<file path="src/hw/rtl/dqf_pkg.sv">
// ----------------------------------------------------------------------------
// dqf_pkg
// Shared types and constants for the decimal quotient formatter.
// ----------------------------------------------------------------------------
package dqf_pkg;

    localparam int DIVIDEND_W = 32;
    localparam int DIVISOR_W  = 32;
    localparam int FRAC_W     = 6;
    localparam int SYM_W      = 4;

    typedef logic [SYM_W-1:0] t_digit;

    // symbol codes
    localparam t_digit SYM_POINT = 4'd10;
    localparam t_digit DIG_ZERO  = 4'd0;
    localparam t_digit DIG_ONE   = 4'd1;
    localparam t_digit DIG_HALF  = 4'd5;
    localparam t_digit DIG_NINE  = 4'd9;

    // shared add/subtract unit operations
    localparam logic ALU_ADD = 1'b0;
    localparam logic ALU_SUB = 1'b1;

    typedef struct packed {
        logic clr;     // zero the BCD register
        logic dabble;  // adjust digits and shift one binary bit in
        logic rot;     // rotate left by one digit
        logic bit_in;  // binary bit entering on dabble
    } t_bcd_ctl;

endpackage

</file>
<file path="src/hw/rtl/dqf_in_if.sv">
// ----------------------------------------------------------------------------
// dqf_in_if
// Request channel: dividend, divisor and decimal places with valid/ready.
// ----------------------------------------------------------------------------
interface dqf_in_if import dqf_pkg::*; ();

    logic                  valid;
    logic                  ready;
    logic [DIVIDEND_W-1:0] dividend;
    logic [DIVISOR_W-1:0]  divisor;
    logic [FRAC_W-1:0]     frac_places;

    modport source (output valid, output dividend, output divisor, output frac_places,
                    input ready);
    modport sink   (input valid, input dividend, input divisor, input frac_places,
                    output ready);

endinterface

</file>
<file path="src/hw/rtl/dqf_out_if.sv">
// ----------------------------------------------------------------------------
// dqf_out_if
// Symbol channel: one decimal symbol per transfer with error and last flags.
// ----------------------------------------------------------------------------
interface dqf_out_if import dqf_pkg::*; ();

    logic             valid;
    logic             ready;
    logic [SYM_W-1:0] symbol;
    logic             div_error;
    logic             last;

    modport source (output valid, output symbol, output div_error, output last,
                    input ready);
    modport sink   (input valid, input symbol, input div_error, input last,
                    output ready);

endinterface

</file>
<file path="src/hw/rtl/dqf_ram.sv">
// ----------------------------------------------------------------------------
// dqf_ram
// Generic single-write, single-read RAM with registered read data.
// ----------------------------------------------------------------------------
module dqf_ram #(
    parameter int WIDTH = 4,
    parameter int DEPTH = 51
) (
    input  logic                                        i_clk,
    input  logic                                        i_we,
    input  logic [((DEPTH > 1) ? $clog2(DEPTH) : 1)-1:0] i_waddr,
    input  logic [WIDTH-1:0]                            i_wdata,
    input  logic                                        i_re,
    input  logic [((DEPTH > 1) ? $clog2(DEPTH) : 1)-1:0] i_raddr,
    output logic [WIDTH-1:0]                            o_rdata
);

    logic [WIDTH-1:0] r_mem [DEPTH];
    logic [WIDTH-1:0] r_rdata;

    always_ff @(posedge i_clk) begin
        if (i_we) begin
            r_mem[i_waddr] <= i_wdata;
        end
        if (i_re) begin
            r_rdata <= r_mem[i_raddr];
        end
    end

    assign o_rdata = r_rdata;

endmodule

</file>
<file path="src/hw/rtl/dqf_alu.sv">
// ----------------------------------------------------------------------------
// dqf_alu
// Shared add/subtract unit; carry out high on subtract means no borrow.
// ----------------------------------------------------------------------------
module dqf_alu import dqf_pkg::*; #(
    parameter int WIDTH = 36
) (
    input  logic             i_op,
    input  logic [WIDTH-1:0] i_a,
    input  logic [WIDTH-1:0] i_b,
    output logic [WIDTH-1:0] o_res,
    output logic             o_carry
);

    logic [WIDTH-1:0] b_eff;
    logic [WIDTH:0]   sum;

    assign b_eff = (i_op == ALU_SUB) ? ~i_b : i_b;
    assign sum   = {1'b0, i_a} + {1'b0, b_eff} + {{WIDTH{1'b0}}, (i_op == ALU_SUB)};
    assign o_res   = sum[WIDTH-1:0];
    assign o_carry = sum[WIDTH];

endmodule

</file>
<file path="src/hw/rtl/dqf_bcd.sv">
// ----------------------------------------------------------------------------
// dqf_bcd
// BCD register: shift-and-add-3 conversion of the integer quotient, then
// digit rotation so the sequencer reads the top digit each cycle.
// ----------------------------------------------------------------------------
module dqf_bcd import dqf_pkg::*; #(
    parameter int NUM_DIG = 10
) (
    input  logic     i_clk,
    input  t_bcd_ctl i_ctl,
    output t_digit   o_top
);

    localparam int BW = NUM_DIG * SYM_W;

    logic [BW-1:0] r_bcd;
    logic [BW-1:0] n_bcd;
    logic [BW-1:0] adj;

    // add 3 to every digit of 5 or more before the shift
    always_comb begin
        for (int d = 0; d < NUM_DIG; d++) begin
            adj[d*SYM_W +: SYM_W] = (r_bcd[d*SYM_W +: SYM_W] >= DIG_HALF)
                                  ? r_bcd[d*SYM_W +: SYM_W] + 4'd3
                                  : r_bcd[d*SYM_W +: SYM_W];
        end
    end

    always_comb begin
        n_bcd = r_bcd;
        if (i_ctl.clr) begin
            n_bcd = '0;
        end else if (i_ctl.dabble) begin
            n_bcd = {adj[BW-2:0], i_ctl.bit_in};
        end else if (i_ctl.rot) begin
            n_bcd = {r_bcd[BW-SYM_W-1:0], r_bcd[BW-1 -: SYM_W]};
        end
    end

    always_ff @(posedge i_clk) begin
        r_bcd <= n_bcd;
    end

    assign o_top = r_bcd[BW-1 -: SYM_W];

endmodule

</file>
<file path="src/hw/rtl/decimal_quotient_formatter_core.sv">
// ----------------------------------------------------------------------------
// decimal_quotient_formatter_core
// Rounded decimal quotient of two unsigned numbers, one symbol per transfer.
//
//   Channel  Dir  Handshake     Payload
//   i_in     in   valid/ready   dividend, divisor, frac_places
//   o_out    out  valid/ready   symbol (0-9 digit, 10 point), div_error, last
//
// Steps: binary division, BCD conversion of the integer quotient, then P+1 fraction
// digits, with P the saturated place count and the extra digit for rounding; then the
// D integer digit slots (10 at 32 bits) are walked once to find the rounding target
// and once to emit. A zero divisor goes straight to the error symbol. One add/subtract
// unit carries the binary division (one bit a cycle) and each fraction digit (one
// multiply by ten, four compare steps). A shown symbol that waits for o_out.ready stalls.
// Reset (synchronous, active low) idles the sequencer and empties the output.
// i_in.ready is high only while idle; the output register lets the next item
// start while the final symbol of the previous one waits for o_out.ready.
// ----------------------------------------------------------------------------
module decimal_quotient_formatter_core import dqf_pkg::*; #(
    parameter int MAX_FRAC   = 50,
    parameter int DATA_WIDTH = 32
) (
    input  logic      i_clk,
    input  logic      i_rst_n,
    dqf_in_if.sink    i_in,
    dqf_out_if.source o_out
);

    localparam int W          = DATA_WIDTH;
    localparam int UW         = DATA_WIDTH + 4;
    localparam int INT_DIGITS = (DATA_WIDTH * 302) / 1000 + 1;
    localparam int IDX_W      = $clog2(INT_DIGITS);
    localparam int CNT_MAX    = (DATA_WIDTH > MAX_FRAC) ? DATA_WIDTH : MAX_FRAC;
    localparam int CNT_W      = $clog2(CNT_MAX + 2);
    localparam int RAM_DEPTH  = MAX_FRAC + 1;
    localparam int FRAC_AW    = (RAM_DEPTH > 1) ? $clog2(RAM_DEPTH) : 1;

    localparam logic [3:0] ST_IDLE  = 4'd0;
    localparam logic [3:0] ST_DIV   = 4'd1;
    localparam logic [3:0] ST_BCD   = 4'd2;
    localparam logic [3:0] ST_FRAC  = 4'd3;
    localparam logic [3:0] ST_SCAN  = 4'd4;
    localparam logic [3:0] ST_EINT  = 4'd5;
    localparam logic [3:0] ST_EPT   = 4'd6;
    localparam logic [3:0] ST_EFRAC = 4'd7;
    localparam logic [3:0] ST_ERR   = 4'd8;

    localparam logic [2:0] SUB_MUL  = 3'd0;
    localparam logic [2:0] SUB_LAST = 3'd4;

    // control state
    logic [3:0]       r_state, n_state;
    logic             r_out_valid, n_out_valid;
    // datapath state
    logic [CNT_W-1:0] r_cnt, n_cnt;
    logic [2:0]       r_sub, n_sub;
    logic [UW-1:0]    r_acc, n_acc;
    logic [W-1:0]     r_q, n_q;
    logic [W-1:0]     r_den, n_den;
    logic [CNT_W-1:0] r_places, n_places;
    logic [2:0]       r_dig, n_dig;
    logic             r_round, n_round;
    logic             r_fnn_valid, n_fnn_valid;
    logic [FRAC_AW-1:0] r_fnn, n_fnn;
    logic [IDX_W-1:0] r_inn, n_inn;
    logic             r_seen, n_seen;
    t_digit           r_sym, n_sym;
    logic             r_err, n_err;
    logic             r_last, n_last;

    logic             alu_op;
    logic [UW-1:0]    alu_a, alu_b, alu_res;
    logic             alu_carry;
    t_bcd_ctl         bcd_ctl;
    t_digit           bcd_top;
    logic             ram_we, ram_re;
    logic [FRAC_AW-1:0] ram_waddr, ram_raddr;
    t_digit           ram_wdata, ram_rdata;

    logic [W-1:0]     in_dividend, in_divisor;
    logic [CNT_W-1:0] in_places;
    logic [CNT_W-1:0] cnt_inc;
    logic             out_free;
    t_digit           dig_final;
    t_digit           int_dv, frac_dv;
    logic             int_hit, int_show;

    assign in_dividend = i_in.dividend[W-1:0];
    assign in_divisor  = i_in.divisor[W-1:0];
    assign in_places   = (i_in.frac_places > FRAC_W'(MAX_FRAC))
                       ? CNT_W'(MAX_FRAC) : CNT_W'(i_in.frac_places);
    assign cnt_inc     = r_cnt + 1'b1;
    assign out_free    = !r_out_valid || o_out.ready;
    assign dig_final   = {r_dig, alu_carry};

    // rounding: the last non-nine digit takes the carry, the nines after it go to zero
    assign int_hit = r_round && !r_fnn_valid;
    always_comb begin
        if (int_hit && (r_cnt == CNT_W'(r_inn))) begin
            int_dv = bcd_top + DIG_ONE;
        end else if (int_hit && (r_cnt > CNT_W'(r_inn))) begin
            int_dv = DIG_ZERO;
        end else begin
            int_dv = bcd_top;
        end
    end
    assign int_show = r_seen || (int_dv != DIG_ZERO) ||
                      (r_cnt == CNT_W'(INT_DIGITS - 1));

    always_comb begin
        if (r_round && r_fnn_valid && (r_cnt == CNT_W'(r_fnn))) begin
            frac_dv = ram_rdata + DIG_ONE;
        end else if (r_round && (!r_fnn_valid || (r_cnt > CNT_W'(r_fnn)))) begin
            frac_dv = DIG_ZERO;
        end else begin
            frac_dv = ram_rdata;
        end
    end

    // operand select for the shared unit
    always_comb begin
        alu_op = ALU_SUB;
        alu_a  = '0;
        alu_b  = '0;
        if (r_state == ST_DIV) begin
            alu_a = UW'({r_acc[W-1:0], r_q[W-1]});
            alu_b = UW'(r_den);
        end else if (r_state == ST_FRAC) begin
            if (r_sub == SUB_MUL) begin
                alu_op = ALU_ADD;
                alu_a  = r_acc << 3;
                alu_b  = r_acc << 1;
            end else begin
                alu_a = r_acc;
                alu_b = UW'(r_den) << (SUB_LAST - r_sub);
            end
        end
    end

    dqf_alu #(.WIDTH(UW)) u_alu (
        .i_op    (alu_op),
        .i_a     (alu_a),
        .i_b     (alu_b),
        .o_res   (alu_res),
        .o_carry (alu_carry)
    );

    dqf_bcd #(.NUM_DIG(INT_DIGITS)) u_bcd (
        .i_clk (i_clk),
        .i_ctl (bcd_ctl),
        .o_top (bcd_top)
    );

    dqf_ram #(.WIDTH(SYM_W), .DEPTH(RAM_DEPTH)) u_frac_ram (
        .i_clk   (i_clk),
        .i_we    (ram_we),
        .i_waddr (ram_waddr),
        .i_wdata (ram_wdata),
        .i_re    (ram_re),
        .i_raddr (ram_raddr),
        .o_rdata (ram_rdata)
    );

    assign ram_waddr = r_cnt[FRAC_AW-1:0];
    assign ram_wdata = dig_final;
    assign ram_raddr = (r_state == ST_EFRAC) ? cnt_inc[FRAC_AW-1:0] : r_cnt[FRAC_AW-1:0];

    // sequencer
    always_comb begin
        n_state     = r_state;
        n_out_valid = r_out_valid && !o_out.ready;
        n_cnt       = r_cnt;
        n_sub       = r_sub;
        n_acc       = r_acc;
        n_q         = r_q;
        n_den       = r_den;
        n_places    = r_places;
        n_dig       = r_dig;
        n_round     = r_round;
        n_fnn_valid = r_fnn_valid;
        n_fnn       = r_fnn;
        n_inn       = r_inn;
        n_seen      = r_seen;
        n_sym       = r_sym;
        n_err       = r_err;
        n_last      = r_last;
        bcd_ctl     = '0;
        ram_we      = 1'b0;
        ram_re      = 1'b0;

        unique case (r_state)
            ST_IDLE: begin
                if (i_in.valid) begin
                    n_acc       = '0;
                    n_q         = in_dividend;
                    n_den       = in_divisor;
                    n_places    = in_places;
                    n_cnt       = '0;
                    bcd_ctl.clr = 1'b1;
                    n_state     = (in_divisor == '0) ? ST_ERR : ST_DIV;
                end
            end
            ST_DIV: begin
                // restoring division, one quotient bit per cycle
                n_acc = alu_carry ? alu_res : alu_a;
                n_q   = {r_q[W-2:0], alu_carry};
                if (r_cnt == CNT_W'(W - 1)) begin
                    n_cnt   = '0;
                    n_state = ST_BCD;
                end else begin
                    n_cnt = cnt_inc;
                end
            end
            ST_BCD: begin
                bcd_ctl.dabble = 1'b1;
                bcd_ctl.bit_in = r_q[W-1];
                n_q            = r_q << 1;
                if (r_cnt == CNT_W'(W - 1)) begin
                    n_cnt       = '0;
                    n_sub       = SUB_MUL;
                    n_fnn_valid = 1'b0;
                    n_state     = ST_FRAC;
                end else begin
                    n_cnt = cnt_inc;
                end
            end
            ST_FRAC: begin
                if (r_sub == SUB_MUL) begin
                    n_acc = alu_res;
                    n_sub = r_sub + 3'd1;
                end else begin
                    n_acc = alu_carry ? alu_res : r_acc;
                    n_dig = {r_dig[1:0], alu_carry};
                    if (r_sub == SUB_LAST) begin
                        n_sub = SUB_MUL;
                        if (r_cnt == r_places) begin
                            // extra digit decides the rounding
                            n_round = (dig_final >= DIG_HALF);
                            n_cnt   = '0;
                            n_inn   = '0;
                            n_state = ST_SCAN;
                        end else begin
                            ram_we = 1'b1;
                            if (dig_final != DIG_NINE) begin
                                n_fnn_valid = 1'b1;
                                n_fnn       = r_cnt[FRAC_AW-1:0];
                            end
                            n_cnt = cnt_inc;
                        end
                    end else begin
                        n_sub = r_sub + 3'd1;
                    end
                end
            end
            ST_SCAN: begin
                // find the last integer digit that is not a nine
                bcd_ctl.rot = 1'b1;
                if (bcd_top != DIG_NINE) begin
                    n_inn = r_cnt[IDX_W-1:0];
                end
                if (r_cnt == CNT_W'(INT_DIGITS - 1)) begin
                    n_cnt   = '0;
                    n_seen  = 1'b0;
                    n_state = ST_EINT;
                end else begin
                    n_cnt = cnt_inc;
                end
            end
            ST_EINT: begin
                if (!int_show || out_free) begin
                    bcd_ctl.rot = 1'b1;
                    if (int_show) begin
                        n_out_valid = 1'b1;
                        n_sym       = int_dv;
                        n_err       = 1'b0;
                        n_last      = (r_cnt == CNT_W'(INT_DIGITS - 1)) && (r_places == '0);
                        n_seen      = 1'b1;
                    end
                    if (r_cnt == CNT_W'(INT_DIGITS - 1)) begin
                        n_cnt   = '0;
                        n_state = (r_places != '0) ? ST_EPT : ST_IDLE;
                    end else begin
                        n_cnt = cnt_inc;
                    end
                end
            end
            ST_EPT: begin
                if (out_free) begin
                    n_out_valid = 1'b1;
                    n_sym       = SYM_POINT;
                    n_err       = 1'b0;
                    n_last      = 1'b0;
                    ram_re      = 1'b1;
                    n_state     = ST_EFRAC;
                end
            end
            ST_EFRAC: begin
                if (out_free) begin
                    n_out_valid = 1'b1;
                    n_sym       = frac_dv;
                    n_err       = 1'b0;
                    n_last      = (cnt_inc == r_places);
                    if (cnt_inc == r_places) begin
                        n_state = ST_IDLE;
                    end else begin
                        ram_re = 1'b1;
                        n_cnt  = cnt_inc;
                    end
                end
            end
            ST_ERR: begin
                if (out_free) begin
                    n_out_valid = 1'b1;
                    n_sym       = DIG_ZERO;
                    n_err       = 1'b1;
                    n_last      = 1'b1;
                    n_state     = ST_IDLE;
                end
            end
            default: begin
                n_state = ST_IDLE;
            end
        endcase
    end

    always_ff @(posedge i_clk) begin
        if (!i_rst_n) begin
            r_state     <= ST_IDLE;
            r_out_valid <= 1'b0;
        end else begin
            r_state     <= n_state;
            r_out_valid <= n_out_valid;
        end
    end

    always_ff @(posedge i_clk) begin
        r_cnt       <= n_cnt;
        r_sub       <= n_sub;
        r_acc       <= n_acc;
        r_q         <= n_q;
        r_den       <= n_den;
        r_places    <= n_places;
        r_dig       <= n_dig;
        r_round     <= n_round;
        r_fnn_valid <= n_fnn_valid;
        r_fnn       <= n_fnn;
        r_inn       <= n_inn;
        r_seen      <= n_seen;
        r_sym       <= n_sym;
        r_err       <= n_err;
        r_last      <= n_last;
    end

    assign i_in.ready      = (r_state == ST_IDLE);
    assign o_out.valid     = r_out_valid;
    assign o_out.symbol    = r_sym;
    assign o_out.div_error = r_err;
    assign o_out.last      = r_last;

    a_rem_bound: assert property (@(posedge i_clk) disable iff (!i_rst_n)
        (r_state == ST_DIV || r_state == ST_BCD) |-> (r_acc < UW'(r_den)))
        else $error("remainder not below divisor");

    a_zero_den: assert property (@(posedge i_clk) disable iff (!i_rst_n)
        (i_in.valid && i_in.ready && (in_divisor == '0)) |=> (r_state == ST_ERR))
        else $error("zero divisor did not take the error path");

    a_frac_digit: assert property (@(posedge i_clk) disable iff (!i_rst_n)
        ram_we |-> (ram_wdata <= DIG_NINE))
        else $error("fraction digit out of range");

    a_round_target: assert property (@(posedge i_clk) disable iff (!i_rst_n)
        (r_state == ST_EINT && int_hit && (r_cnt == CNT_W'(r_inn))) |->
        (bcd_top != DIG_NINE))
        else $error("rounding carry lands on a nine");

    a_sym_range: assert property (@(posedge i_clk) disable iff (!i_rst_n)
        r_out_valid |-> (r_sym <= SYM_POINT))
        else $error("symbol code out of range");

endmodule
</file>
<file path="src/flat_wrapper.sv">
// flat-port wrapper written by rule: the top's interface ports become plain ports
module decimal_quotient_formatter_core_flat import dqf_pkg::*;
#(
    parameter int MAX_FRAC   = 50,
    parameter int DATA_WIDTH = 32
)
  (i_clk, i_rst_n, i_in_valid, i_in_dividend, i_in_divisor, i_in_frac_places, i_in_ready, o_out_valid, o_out_symbol, o_out_div_error, o_out_last, o_out_ready);
  dqf_in_if i_in_i ();
  dqf_out_if o_out_i ();
  input  logic i_clk;
  input  logic i_rst_n;
  input wire logic [$bits(i_in_i.valid)-1:0] i_in_valid;
  input wire logic [$bits(i_in_i.dividend)-1:0] i_in_dividend;
  input wire logic [$bits(i_in_i.divisor)-1:0] i_in_divisor;
  input wire logic [$bits(i_in_i.frac_places)-1:0] i_in_frac_places;
  output wire logic [$bits(i_in_i.ready)-1:0] i_in_ready;
  output wire logic [$bits(o_out_i.valid)-1:0] o_out_valid;
  output wire logic [$bits(o_out_i.symbol)-1:0] o_out_symbol;
  output wire logic [$bits(o_out_i.div_error)-1:0] o_out_div_error;
  output wire logic [$bits(o_out_i.last)-1:0] o_out_last;
  input wire logic [$bits(o_out_i.ready)-1:0] o_out_ready;
  assign i_in_i.valid = i_in_valid;
  assign i_in_i.dividend = i_in_dividend;
  assign i_in_i.divisor = i_in_divisor;
  assign i_in_i.frac_places = i_in_frac_places;
  assign i_in_ready = i_in_i.ready;
  assign o_out_valid = o_out_i.valid;
  assign o_out_symbol = o_out_i.symbol;
  assign o_out_div_error = o_out_i.div_error;
  assign o_out_last = o_out_i.last;
  assign o_out_i.ready = o_out_ready;
  decimal_quotient_formatter_core #(.MAX_FRAC(MAX_FRAC), .DATA_WIDTH(DATA_WIDTH)) u_core (.i_clk(i_clk), .i_rst_n(i_rst_n), .i_in(i_in_i), .o_out(o_out_i));
endmodule
</file>
<file path="config.mk">
export PLATFORM = sky130hd
export DESIGN_NAME = decimal_quotient_formatter_core_flat
export DESIGN_NICKNAME = d
export VERILOG_FILES = /design/src/hw/rtl/dqf_pkg.sv /design/src/hw/rtl/dqf_in_if.sv /design/src/hw/rtl/dqf_out_if.sv /design/src/hw/rtl/dqf_ram.sv /design/src/hw/rtl/dqf_alu.sv /design/src/hw/rtl/dqf_bcd.sv /design/src/hw/rtl/decimal_quotient_formatter_core.sv /design/src/flat_wrapper.sv
export SDC_FILE = /design/constraint.sdc
export NUM_CORES = 1
export LEC_CHECK = 0
export ABC_AREA = 1
export BUFFER_PORTS_ARGS = -buffer_cell sky130_fd_sc_hd__buf_2
export CAP_MARGIN = 25
export CORE_AREA = 5 5 206 208
export CTS_CLUSTER_DIAMETER = 30
export DETAILED_ROUTE_END_ITERATION = 8
export DIE_AREA = 0 0 211 213
export PLACE_DENSITY = 0.77
export SLEW_MARGIN = 20
export SYNTH_ARGS = -nofsm -noshare
export SYNTH_HDL_FRONTEND = slang
export SYNTH_SLANG_ARGS = --single-unit
</file>
<file path="constraint.sdc">
create_clock -name i_clk -period 4.7 [get_ports i_clk]
set_input_delay 0.94 -clock i_clk [delete_from_list [all_inputs] [get_ports i_clk]]
set_output_delay 0.94 -clock i_clk [all_outputs]
set_load 0.02 [all_outputs]
</file>
==> summary.txt, run 1 <==
Logic synthesis
  • Post-synthesis mux area share: 0.2647%
  • Syn Nets: 2862
  • Post-synthesis sequential area ratio: 49.63%
  • Number of synthesized flops with an enable pin: 345
  • Ys Warns: 0
  • Compound-cell area share of the yosys netlist: 11.70%
  • Yosys top cell by area: edfxtp_1
  • Synth Instances: 2713
  • Largest family of logic cells by synthesized area: simple AND/OR/NAND/NOR gates
  • Ys flop type: edfxtp_1
  • Top cells by area, synth: edfxtp_1 46%, nand2_1 11%, nand3_1 6.4%, o21ai_0 5.2%, nor2_1 4.5%
  • FF+latch count, synth: 390
  • Synth Area in Adders: 4.169%
  • Post-synth cell types: 56
  • Post-Synth Simple-Gate Area: 25.09%
  • Fraction of registers with async set/reset: 0%
  • Area share of the largest cell type after synthesis: 45.66%
  • Post-synthesis xor/xnor area fraction: 2.548%
  • Post-synthesis cell area: 0.02269 sq mm
  • Syn Area/Cell: 8.363 sq um

Placed design
  • Routability Congestion: 1.021
  • Number of buffers added on ports: 81
  • HPWL after detailed placement: 43950 um
  • Post-DP Area: 0.02354 sq mm
  • Setup WS pre-CTS: 94.78 ps
  • Placed cell count: 3246

Clock tree
  • Root buf cell: clkbuf_16
  • Clk sinks: 390
  • H-tree Lvls: 3
  • Hold_buf cts: 0
  • Setup bufs post-CTS: 0
  • Max clock buf depth: 3
  • CTS buffer count: 74
  • Reg clk slew, reported paths: 50 ps
  • Worst-Skew Late Latency: 600 ps
  • CTS tree: built

Detailed routing
  • Routed vias: 19930
  • Initial DRC Count: 2311
  • Remaining DRCs: 0
  • Routed WL: 63920 um
  • Post-DRT Antenna Nets: 0
  • Number of vias per cell: 5.894
  • WL/cell: 18.90 um
  • First-pass DRT Iterations: 6

Setup path
  • Required @ worst endpoint: 5000 ps
  • Slowest stage cell, crit path: edfxtp_1
  • Peak fanout along the critical path: 30
  • Worst EP arrival: 4790 ps
  • Most frequent CP cell: nand2_1
  • Critical Path Max Stage Delay: 400 ps
  • Setup crit end kind: flip-flop
  • Kind of critical path: reg2reg
  • Worst-path cell chain: clkinv_1 > ha_1 > ha_1 > inv_1 > buf_4 > nor2_1 > inv_1 > o22ai_1 > a221oi_1 > ha_1 > nand2_1 > nor2_1 > o21ai_0 > nand2_1 > nand2_1 > nand2_1 > nand2_1 > nand3_2 > nand2_1 > nand2_4 > inv_6 > o21ai_0
  • Crit path buf inv count: 5
  • Cell family with most CP delay: simple AND/OR/NAND/NOR gates
  • Startpoint types: flip-flop

STA
  • Period utilisation layout: 95.63%
  • Tightest Pin Transition: 943.4 ps
  • Final min period: 4494 ps
  • Max Fclk: 0.2225 GHz
  • Fin Clk Skew: 34.76 ps
  • Max-slew violation count: 0
  • Final Hold Fails: 0
  • Post-route setup slack: 205.5 ps
  • Rel. slew slack: 37.01%
  • Final Setup Violations: 0

Global routing
  • Grt total ovfl: 0
  • Largest net degree at the start of global routing: 67
  • Initial antenna violation count: 0
  • GRT Util Overall: 28.11%
  • Vias in the first global route: 19260
  • Global-route wire length before repair: 101400 um

Power and ir drop
  • Combinational Power Share: 48.4%
  • Leakage: 10.95 nW
  • Reg power frac: 26.1%
  • Sw Ratio: 45.41%
  • Cell Int Power: 0.01177 W
  • Psw: 0.009788 W
  • Peak supply drop: 0.6600 mV
  • Clock power frac: 25.5%
  • Pwr dens: 822.8 mW/mm^2

Floorplanning
  • Num ports: 82
  • Die H: 213 um
  • Core box area: 0.04037 sq mm
  • Die area: 0.04494 sq mm
  • Initial core utilization: 56.20%
  • FP Rows: 74
  • Die width: 211 um

Layout
  • Non-Filler Instances: 3382
  • Most frequent cells in the layout: 675 x nand2_1, 345 x edfxtp_1, 290 x nand3_1
  • N_diodes: 0
  • Share of cells above drive strength 1: 10.95%
  • Most common cell after layout, fill and taps aside: nand2_1
  • Filler Cell Count: 3260
  • Final nets: 2940
  • Post-route cell area: 0.02620 sq mm
  • Synth-to-Final Area Change: 15.46%
  • Core Util, Final: 64.89%

Status
  • Status: complete, no violations

Worst hold path
  • HP Class: reg2reg

Flow run
  • Max_cap viols: 0
-- metrics by stage --
stage	power (W)	hold slack, ps	setup TNS, ps
3_3_place_gp	0.01548	483.0	0
4_1_cts	0.02135	495.7	0
6_report	0.02155	497.5	0
3_5_place_dp	0.01575	491.4	0
5_1_grt	0.02295	530.8	-1.661
2_1_floorplan	0.01287	455.6	0
-- repair_timing --
action | in CTS | in global routing
resized for setup | 0 | 9
endpoints found under the setup margin | 0 | 74
endpoints found under the hold margin | 0 | 0
-- flip-flops by register name, summed over array words and instances (netlist names) --
name / flops
u_core.r_dig: 3
u_core.r_fnn_valid: 1
u_core.o_out.valid: 1
u_core.r_seen: 1
u_core.r_sub: 3
u_core.u_frac_ram.r_mem: 204
u_core.r_den: 32
u_core.u_bcd.r_bcd: 40
u_core.r_state: 4
u_core.r_places: 6
u_core.r_cnt: 6
u_core.o_out.symbol: 4
u_core.o_out.div_error: 1
u_core.r_q: 32
u_core.o_out.last: 1
u_core.u_frac_ram.o_rdata: 4
u_core.r_inn: 4
u_core.r_acc: 36
u_core.r_round: 1
u_core.r_fnn: 6
-- metal layers --
layer	up-vias	global-route usage, %	part of all wire [%]
li1	9453	-	-
met5	-	0	0
met3	159	5.069	8.3
met1	9333	36.53	40
met4	0	10.51	3.4
met2	988	47.44	48
-- final timing paths --
check | startpoint | end | slack [ps] | cells past startpoint
worst max-delay path | u_core.r_sub[0] | u_core.r_acc[30] | 210 | 22
worst max register to register | u_core.r_sub[0] | u_core.r_acc[30] | 210 | 22
worst min-delay path | u_core.r_q[0] | u_core.r_q[1] | 500 | 2
worst min register to register | u_core.r_q[0] | u_core.r_q[1] | 500 | 2
-- power groups by stage --
stage                     sequential (W)  combinational (W)  clock, W
after floorplan                  0.00548            0.00739         0
after global placement           0.00565            0.00983         0
after detailed placement         0.00566             0.0101         0
after CTS                        0.00561             0.0102   0.00554
after global routing             0.00568             0.0115   0.00574
final                            0.00563             0.0104   0.00549
-- layout make-up --
type | instances | area, sq um | share of cell area (%)
flip-flops and latches | 390 | 11260 | 42.99
multi-input cells | 1953 | 9960 | 38.02
clock buffers | 80 | 1916 | 7.312
inverters | 253 | 954.7 | 3.644
repair buffers | 119 | 742.0 | 2.832
clock inverters | 55 | 698.2 | 2.665
well taps | 532 | 665.6 | 2.541
-- cell usage after synthesis (3+ instances only) --
| cell | instances |
|---|---|
| nor2_4 | 3 |
| dfxtp_1 | 45 |
| a221oi_1 | 6 |
| nor4_1 | 11 |
| xor2_1 | 47 |
| nand3_1 | 291 |
| buf_4 | 8 |
| nand4_1 | 21 |
| edfxtp_1 | 345 |
| a21oi_1 | 88 |
| mux2i_1 | 6 |
| inv_1 | 235 |
| nor3_1 | 15 |
| xnor2_1 | 19 |
| nor2_2 | 7 |
| ha_1 | 74 |
| buf_6 | 6 |
| o21bai_1 | 7 |
| or2_2 | 4 |
| buf_1 | 10 |
| nand2_2 | 14 |
| and3_1 | 3 |
| a211oi_1 | 4 |
| clkinv_1 | 4 |
| nand2_4 | 7 |
| a31oi_1 | 22 |
| a22oi_1 | 5 |
| o211ai_1 | 30 |
| o21ai_0 | 235 |
| clkbuf_1 | 67 |
| nand2_1 | 676 |
| o221ai_1 | 4 |
| o21ai_1 | 16 |
| a21o_1 | 7 |
| buf_2 | 26 |
| nor2_1 | 273 |
| inv_2 | 14 |
| o22ai_1 | 32 |
-- logic make-up (layout without fill, tap and decap cells) --
group | count (synthesis) | count (layout)
AO/OA/AOI/OAI | 472 | 472
XOR/XNOR | 66 | 66
flip-flops | 390 | 390
buffers and inverters | 370 | 507
multiplexers | 6 | 6
adder cells (fa/ha/maj) | 75 | 75
AND/OR/NAND/NOR | 1334 | 1334
-- tightest hold or removal path: stages, from the launching register on --
cell and delay, ps:
edfxtp_1 310, nand2_1 50, nand2_1 40
Power figures use the tool's default switching activity.
==> run 2: changes to the inputs <==
--- a/config.mk
+++ b/config.mk
@@ -5,15 +5,15 @@
 export SDC_FILE = /design/constraint.sdc
 export NUM_CORES = 1
 export LEC_CHECK = 0
-export ABC_AREA = 1
-export BUFFER_PORTS_ARGS = -buffer_cell sky130_fd_sc_hd__buf_2
 export CAP_MARGIN = 25
-export CORE_AREA = 5 5 206 208
+export CORE_AREA = 5 5 202 204
 export CTS_CLUSTER_DIAMETER = 30
 export DETAILED_ROUTE_END_ITERATION = 8
-export DIE_AREA = 0 0 211 213
+export DIE_AREA = 0 0 207 209
+export DONT_BUFFER_PORTS = 1
 export PLACE_DENSITY = 0.77
 export SLEW_MARGIN = 20
 export SYNTH_ARGS = -nofsm -noshare
 export SYNTH_HDL_FRONTEND = slang
+export SYNTH_HIERARCHICAL = 1
 export SYNTH_SLANG_ARGS = --single-unit
==> run 2 against run 1 <==
  * Sequential share of layout area is 0.91 points lower
  * Sequential power is 4.1% lower
  * Cell area is 2.2% higher
  * Critical endpoint is now u_core/r_acc[0]
  * Highest routed layer is now met5
==> summary.txt, run 2 <==
Status
  • Status: complete, no violations (unchanged)

Floorplanning
  • FP Rows: 73 (was 74)
  • Die H: 209 um (was 213 um)
  • Core box area: 0.03909 sq mm (was 0.04037 sq mm)
  • Die area: 0.04326 sq mm (was 0.04494 sq mm)
  • Num ports: 82 (unchanged)
  • Initial core utilization: 57.74% (was 56.20%)
  • Die width: 207 um (was 211 um)

Layout
  • Final nets: 2204 (was 2940)
  • Max reg flops: 204 (unchanged)
  • Reg with most FFs: u_core/u_frac_ram/r_mem (was u_core.u_frac_ram.r_mem)
  • N_diodes: 0 (unchanged)
  • Largest regs: u_core/u_frac_ram/r_mem: 204 flops, u_core/u_bcd/r_bcd: 40 flops, u_core/r_acc: 36 flops (was u_core.u_frac_ram.r_mem: 204 flops, u_core.u_bcd.r_bcd: 40 flops, u_core.r_acc: 36 flops)
  • Filler Cell Count: 2720 (was 3260)
  • Most common cell after layout, fill and taps aside: edfxtp_1 (was nand2_1)
  • Synth-to-Final Area Change: 18.56% (was 15.46%)
  • Most frequent cells in the layout: 345 x edfxtp_1, 266 x nand2_1, 114 x nor2_1 (was 675 x nand2_1, 345 x edfxtp_1, 290 x nand3_1)
  • Register area: 0.01126 sq mm (unchanged)
  • Share of cells above drive strength 1: 20.53% (was 10.95%)
  • Multi-input logic area: 0.01092 sq mm (was 0.009960 sq mm)

Clock tree
  • Hold_buf cts: 0 (unchanged)
  • Worst-Skew Late Latency: 590 ps (was 600 ps)
  • CTS buffer count: 77 (was 74)
  • CTS tree: built (unchanged)
  • H-tree Lvls: 3 (unchanged)
  • Reg clk slew, reported paths: 50 ps (about the same)
  • Root buf cell: clkbuf_16 (unchanged)
  • Clk sinks: 390 (unchanged)
  • Max clock buf depth: 3 (unchanged)

Global routing
  • Global-route wire length before repair: 91720 um (was 101400 um)
  • Vias in the first global route: 16720 (was 19260)
  • Largest net degree at the start of global routing: 76 (was 67)
  • Grt total ovfl: 0 (unchanged)
  • Met2 Use GR: 42.70% (was 47.44%)
  • GRT Util Overall: 26.09% (was 28.11%)
  • GR peak layer: met2 (unchanged)
  • Met3 Usage GRT: 4.249% (was 5.069%)
  • Met1 Use GR: 34.91% (was 36.53%)
  • Initial antenna violation count: 1 (was 0)

Logic synthesis
  • Fraction of registers with async set/reset: 0% (unchanged)
  • Commonest cells post-synth: 345 x edfxtp_1, 269 x nand2_1, 121 x nor2_1 (was 676 x nand2_1, 345 x edfxtp_1, 291 x nand3_1)
  • FF+latch count, synth: 390 (unchanged)
  • Yosys top cell by area: edfxtp_1 (unchanged)
  • Post-synthesis sequential area ratio: 49.89% (was 49.63%)
  • Synth Instances: 1988 (was 2713)
  • Top cells by area, synth: edfxtp_1 46%, nand2_1 4.5%, ha_1 4.2%, mux4_2 4.1%, dfxtp_1 4.0% (was edfxtp_1 46%, nand2_1 11%, nand3_1 6.4%, o21ai_0 5.2%, nor2_1 4.5%)
  • Ys Warns: 6 (was 0)
  • Syn Nets: 2138 (was 2862)
  • Number of synthesized flops with an enable pin: 345 (unchanged)
  • Ys flop type: edfxtp_1 (unchanged)
  • Post-synthesis cell area: 0.02257 sq mm (was 0.02269 sq mm)
  • Syn Area/Cell: 11.35 sq um (was 8.363 sq um)
  • Post-synth cell types: 90 (was 56)
  • Area share of the largest cell type after synthesis: 45.90% (was 45.66%)
  • Top-count cell post-synth: edfxtp_1 (was nand2_1)

STA
  • Final setup TNS: 0 ps (unchanged)
  • Period utilisation layout: 99.99% (was 95.63%)
  • Hold WS: 439.6 ps (was 497.5 ps)
  • Rel. slew slack: 42.51% (was 37.01%)
  • Final Hold Fails: 0 (unchanged)
  • Tightest Pin Transition: 862.4 ps (was 943.4 ps)
  • Final Setup Violations: 0 (unchanged)
  • Fin Clk Skew: 22.92 ps (was 34.76 ps)
  • Final min period: 4699 ps (was 4494 ps)
  • Max Fclk: 0.2128 GHz (was 0.2225 GHz)
  • Unrepaired setup endpoints after global routing: yes
  • Max-slew violation count: 0 (unchanged)

Placed design
  • Routability Congestion: 0.9377 (was 1.021)
  • Number of buffers added on ports: 0 (was 81)
  • HPWL after detailed placement: 38480 um (was 43950 um)

Setup path
  • Slowest stage cell, crit path: or3_4 (was edfxtp_1)
  • Critical Path Max Stage Delay: 460 ps (was 400 ps)
  • Setup crit end kind: flip-flop (unchanged)
  • Peak fanout along the critical path: 33 (was 30)
  • Worst-path cell chain: inv_4 > ha_4 > ha_4 > or3_4 > buf_6 > o221ai_4 > xor2_2 > ha_1 > nand4_1 > nor2_2 > nand3_2 > o2111ai_4 > o21ai_2 > and3b_2 > o31ai_4 > buf_6 > nor3_2 > buf_12 > a22o_1 (was clkinv_1 > ha_1 > ha_1 > inv_1 > buf_4 > nor2_1 > inv_1 > o22ai_1 > a221oi_1 > ha_1 > nand2_1 > nor2_1 > o21ai_0 > nand2_1 > nand2_1 > nand2_1 > nand2_1 > nand3_2 > nand2_1 > nand2_4 > inv_6 > o21ai_0)
  • Kind of critical path: reg2reg (unchanged)
  • Startpoint types: flip-flop (unchanged)
  • Crit path buf inv count: 4 (was 5)
  • Cell family with most CP delay: simple AND/OR/NAND/NOR gates (unchanged)
  • Required @ worst endpoint: 5040 ps (was 5000 ps)
  • Worst EP arrival: 5030 ps (was 4790 ps)

Detailed routing
  • Routed vias: 17300 (was 19930)
  • Routed WL: 59760 um (was 63920 um)
  • Post-DRT Antenna Nets: 0 (unchanged)
  • Number of vias per cell: 6.556 (was 5.894)
  • WL/cell: 22.65 um (was 18.90 um)
  • Initial DRC Count: 1818 (was 2311)
  • First-pass DRT Iterations: 7 (was 6)
  • Remaining DRCs: 0 (unchanged)

Power and ir drop
  • Pwr dens: 764.4 mW/mm^2 (was 822.8 mW/mm^2)
  • Leakage: 9.587 nW (was 10.95 nW)
  • Peak supply drop: 0.6175 mV (was 0.6600 mV)
  • Power Total: 0.02046 W (was 0.02155 W)

Flow run
  • Max_cap viols: 0 (unchanged)

Worst hold path
  • HP Class: in2reg (was reg2reg)
-- run 2: cell types whose count changed in the layout (fill, tap and decap cells not counted), moves of 37 or more --
cell,delta
a22o_1,+37
mux2i_1,+79
o21ai_0,-162
buf_2,-81
nand3_1,-267
mux4_2,+41
buf_4,+63
nand2_1,-409
inv_1,-180
nor2_1,-158
mux2_2,+57
-- run 2: cells by family (layout without fill, tap and decap cells) --
family	after synthesis	in the layout	synth area share, %
simple gates	594	594	12.34
compound gates	462	462	14.92
flops	390	390	49.89
mux	191	191	11.44
buf+inv	189	315	3.825
xor+xnor	86	86	3.337
fa+ha+maj	76	76	4.246
-- run 2: path summary, 6_finish.rpt --
kind                            slack (ps)                 from                 end  cells after the start
worst max-delay path                   0.6      u_core/r_sub[0]     u_core/r_acc[0]                     19
worst min-delay path                   440  i_in_frac_places[5]  u_core/r_places[5]                      0
worst max register to register         0.6      u_core/r_sub[0]     u_core/r_acc[0]                     19
worst min register to register         510        u_core/r_q[2]       u_core/r_q[3]                      2
-- run 2: report_power, final --
part	switching (W)	total [W]	internal, W
clock	0.00185	0.00554	0.00369
sequential	0.000510	0.00540	0.00489
combinational	0.00560	0.00952	0.00392
total	0.00796	0.0205	0.0125
-- run 2: worst reg2reg max path: stages (launching register included) --
cell and delay (ps):
edfxtp_1 440, inv_4 100, ha_4 160, ha_4 220, or3_4 460, buf_6 180, o221ai_4 160, xor2_2 110
ha_1 340, nand4_1 220, nor2_2 210, nand3_2 120, o2111ai_4 280, o21ai_2 100, and3b_2 250, o31ai_4 380
buf_6 180, nor3_2 60, buf_12 170, a22o_1 300
-- run 2: area by class of cell --
| type | instances | share of cell area [%] |
|---|---|---|
| timing repair buffer | 116 | 3.941 |
| multi-input combinational | 1409 | 40.82 |
| clock inverter | 52 | 2.366 |
| sequential | 390 | 42.08 |
| clock buffer | 87 | 7.494 |
| tap | 525 | 2.454 |
| inverter | 60 | 0.8509 |
-- run 2: metrics by stage --
stage          setup WS, ps  instances  util (%)  cell area [sq um]
5_1_grt              -169.0       2639     68.46              26760
3_3_place_gp          36.03       2466     60.03              23470
2_1_floorplan        -932.2       1988         -              22800
6_report             0.6413       2639     68.46              26760
3_5_place_dp          8.451       2466     60.03              23470
4_1_cts               9.378       2605     66.80              26110
-- run 2: layer usage --
layer,up-vias,share of wire (%)
li1,7735,-
met1,8477,40
met2,918,49
met3,169,7.8
met4,2,3.5
met5,-,0.033
-- run 2: repair_timing --
| action | 4_1_cts | 5_1_grt |
|---|---|---|
| cloned | 0 | 3 |
| pin swaps | 0 | 30 |
| endpoints found under the setup margin | 7 | 80 |
| buffers inserted | 0 | 31 |
| resized for setup | 3 | 68 |
